--- config.mk ---
export PLATFORM = sky130hd
export DESIGN_NAME = dsr_lowbit
export DESIGN_NICKNAME = d
export VERILOG_FILES = /design/src/dsr_lowbit.sv
export SDC_FILE = /design/constraint.sdc
export NUM_CORES = 1
export LEC_CHECK = 0
export BUFFER_PORTS_ARGS = -buffer_cell sky130_fd_sc_hd__buf_2
export CAP_MARGIN = 30
export CORE_MARGIN = 3
export CORE_UTILIZATION = 42
export DETAILED_ROUTE_END_ITERATION = 10
export PLACE_DENSITY_LB_ADDON = 0.3
export SLEW_MARGIN = 0
export SYNTH_ARGS = -nofsm -noshare
export SYNTH_HDL_FRONTEND = slang
export SYNTH_SLANG_ARGS = --single-unit
--- constraint.sdc ---
create_clock -name vclk -period 1.57
set_input_delay 0 -clock vclk [all_inputs]
set_output_delay 0 -clock vclk [all_outputs]
set_load 0.01 [all_outputs]
--- src/dsr_lowbit.sv ---
// lowest set bit finder used to pick the next node from a worklist
// no dependencies
`timescale 1ns / 1ps

module dsr_lowbit #(
	parameter int W = 64,
	localparam int IW = $clog2(W)
) (
	input  logic [W-1:0]  vec,
	output logic [IW-1:0] idx,
	output logic          any
);

	always_comb begin
		idx = '0;
		for (int i = W - 1; i >= 0; i--) begin
			if (vec[i]) begin
				idx = IW'(i);
			end
		end
		any = |vec;
	end

endmodule

; ---- Word level (Yosys, flattened, before mapping)
; Cells that the tools add are included.
[word_totals]
register_bits = 0
in_bits = 64
out_inout_bits = 7
wordCells = 65
[op_classes]
n_mux = 64
reduce_logical = 1
[op_table]
columns = cell, count
row1 = 6-bit two-way mux, 64
row2 = 64-bit OR reduction, 1

; ---- Longest topological paths before layout
[depth]
depth_word = 64
mapped_depth = 5
mapped_depth_nobuf = 5

; ---- Worst setup path before layout
; OpenSTA, ideal clock, no wires.
[synth_timing]
path_kind = input to output
from = input vec[15]
to = output idx[5]
t_arrival_ps = 1245
required_ps = 1570
slack_ps = 325
cell_stages = 4
path_buffers = 0
cell_sequence = or4_4 nor2b_2 nand3_1 nor4_1
[synth_via]
elab_chain_len = 16
[synth_lines]
columns = element, line
row1 = start: declaration, 9  ; input logic [W-1:0] vec,
row2 = 6-bit two-way mux (16 in a row), 17  ; if (vec[i]) begin
row3 = end: declaration, 10  ; output logic [IW-1:0] idx,
; No other way between the ends.

; ---- Final worst setup path
[layout_timing]
from = input vec[62]
to = output any
[layout_via]
elab_chain_len = 1
[layout_lines]
columns = element, line
row1 = 64-bit OR reduction, 21  ; any = |vec;
row2 = end: declaration, 11  ; output logic any
; No other way between the ends.

==> metrics.cfg <==
[synth]
synthCells=145
synth_nets=209
yosysWarningCount=0
yosysUniqueCellTypes=40
synth.most_common_cell=nor2_1
yosys.area.top_type_share_pct=11.3
postSynthAreaPerCell_um2=6.12
synth.top_cells.by_count=nor2_1 (19), nor4_1 (16), nor3_1 (12), a21oi_1 (10), inv_1 (10)
synth_area_um2=887
synthTopCellsByArea=nor4_1 (11%), nor2_1 (8.0%), nor3_1 (6.8%), a21oi_1 (5.6%), nor4_4 (4.8%)
yosysTopAreaCell=nor4_1
yosysSeqAreaShare_pct=0

[timing]
min_period_ns=1.47
worst_pin_slew_ns=0.548
max_freq_mhz=682
hold_viol=0
finalCritPeriodShare_pct=93.4
rsz0062_at_grt=no
maxSlewHeadroom_pct=62.5
tns_ns=0
drv_slew=0
finalSetupViolCount=0

[detailed_routing]
route.detailed.drc=0
drt_iter0_drc=14
wl_um=3120
dr.pass1.iters=4
wl_per_cell_um=12.7
final_antenna_net_count=0
avgViaCountPerCell=5.77
via_count=1414

[place]
dp.cells=245
portBuffers=71
finalWeightedCongestion=0.852
placed_cell_area_um2=1290
place_hpwl_um=2760

[power]
ir_drop_mv=0.109
report.power.total_uw=244
leakage_nw=0.539
power.density_nw_per_um2=189

[floorplanning]
rows=16
pin_count=71
dieHeight_um=52.0
die_x_um=52.0
initial_core_util_pct=44.8
fp.coreArea_um2=1980
die_area_um2=2700

[critical_path]
crit_start=vec[62]
critPathKind=in -> out
cp-end-kind=output pin
arrival_ns=1.47
required_ns=1.57
worst-path-max-fanout=3
start_kind=input port

[grt]
grt_pass1_wl_um=4870
grt_pass1_vias=1241
antenna_found_initial=0
grt_use_total_pct=22.5
grt_max_degree=6
gr-total-overflow=0

[hold_path]
min_path_cells=5
holdPathEnd=idx[2]
hold_start=vec[11]
hold_path.class=in -> out

[final_layout]
final_area_um2=1290
seq_cells=0
diodes=0
drive_gt1_share_pct=37.2
nNetsFinal=284
regArea_um2=0
final_util_pct=65.2
final.clkbuf_count=0
area_delta_synth_final_pct=45.6
instances_no_fill=245

[cts]
postCtsHoldBufs=0
post_cts_buffers=0
cts_resized=0

[job]
drv_cap=0

[run_status]
status=completed

-- report_power, final --
group | total (mW) | internal, mW | switching (mW) | leakage, nW
clock network | 0 | 0 | 0 | 0
logic | 0.244 | 0.111 | 0.133 | 0.539
registers | 0 | 0 | 0 | 0
-- worst max-delay path: stages --
cell and delay, ns:
buf_2 0.11, or4_4 0.55, nor4b_4 0.32, nand3_2 0.12, nor2_2 0.14, nand3b_1 0.08, buf_2 0.14
-- worst max-delay path by stage --
| stage | to | slack, ns | cells after the start |
|---|---|---|---|
| 2_1_floorplan | idx[5] | 0.33 | 4 |
| 3_3_place_gp | any | 0.15 | 7 |
| 3_5_place_dp | any | 0.11 | 7 |
| 4_1_cts | any | 0.10 | 7 |
| 5_1_grt | any | 0.01 | 7 |
| 6_report | any | 0.10 | 7 |
-- routing by layer --
layer | up-vias | routed length, um | track usage (%)
li1 | 727 | - | -
met4 | 0 | 10 | 0.873
met2 | 51 | 1600 | 44.8
met1 | 634 | 1300 | 27.0
met3 | 2 | 205 | 1.15
met5 | - | 0 | 0
-- placed cells by master (no fill, tap or decap), drive strengths merged --
cell     synthesis  final
buf              0     73
nor2            20     20
nor4            18     18
nor3            12     12
a21oi           10     10
inv             10     10
nand2            9      9
nand3            7      7
o21ai            7      7
nor2b            5      5
or4              5      5
nand2b           4      4
o211ai           4      4
o31ai            3      3
o21a             3      3
or3              3      3
o21bai           3      3
a21boi           3      3
o311ai           3      3
a31oi            2      2
a211oi           2      2
nor4b            1      1
and3             1      1
and2             1      1
o41ai            1      1
or2              1      1
o2111ai          1      1
o311a            1      1
a2111oi          1      1
o31a             1      1
a221oi           1      1
o211a            1      1
nand3b           1      1
-- metrics by stage --
stage,setup slack [ns],hold slack [ns]
2_1_floorplan,0.325,0.139
3_3_place_gp,0.152,0.433
3_5_place_dp,0.106,0.437
4_1_cts,0.103,0.442
5_1_grt,0.0114,0.477
6_report,0.104,0.441
-- cell type report --
type,count,area [um2]
fillers,192,691
inverters,10,37.5
well taps,27,33.8
multi-input cells,135,850
repair buffers,73,370
-- logic make-up (layout without fill, tap and decap cells) --
family / count (synthesis) / count (layout) / synth area share [%]
buffers and inverters: 10 / 83 / 4.23
AOI/OAI and AO/OA: 47 / 47 / 36.4
and+or+nand+nor: 88 / 88 / 59.4
No activity file was read; power rests on OpenSTA's default activity.
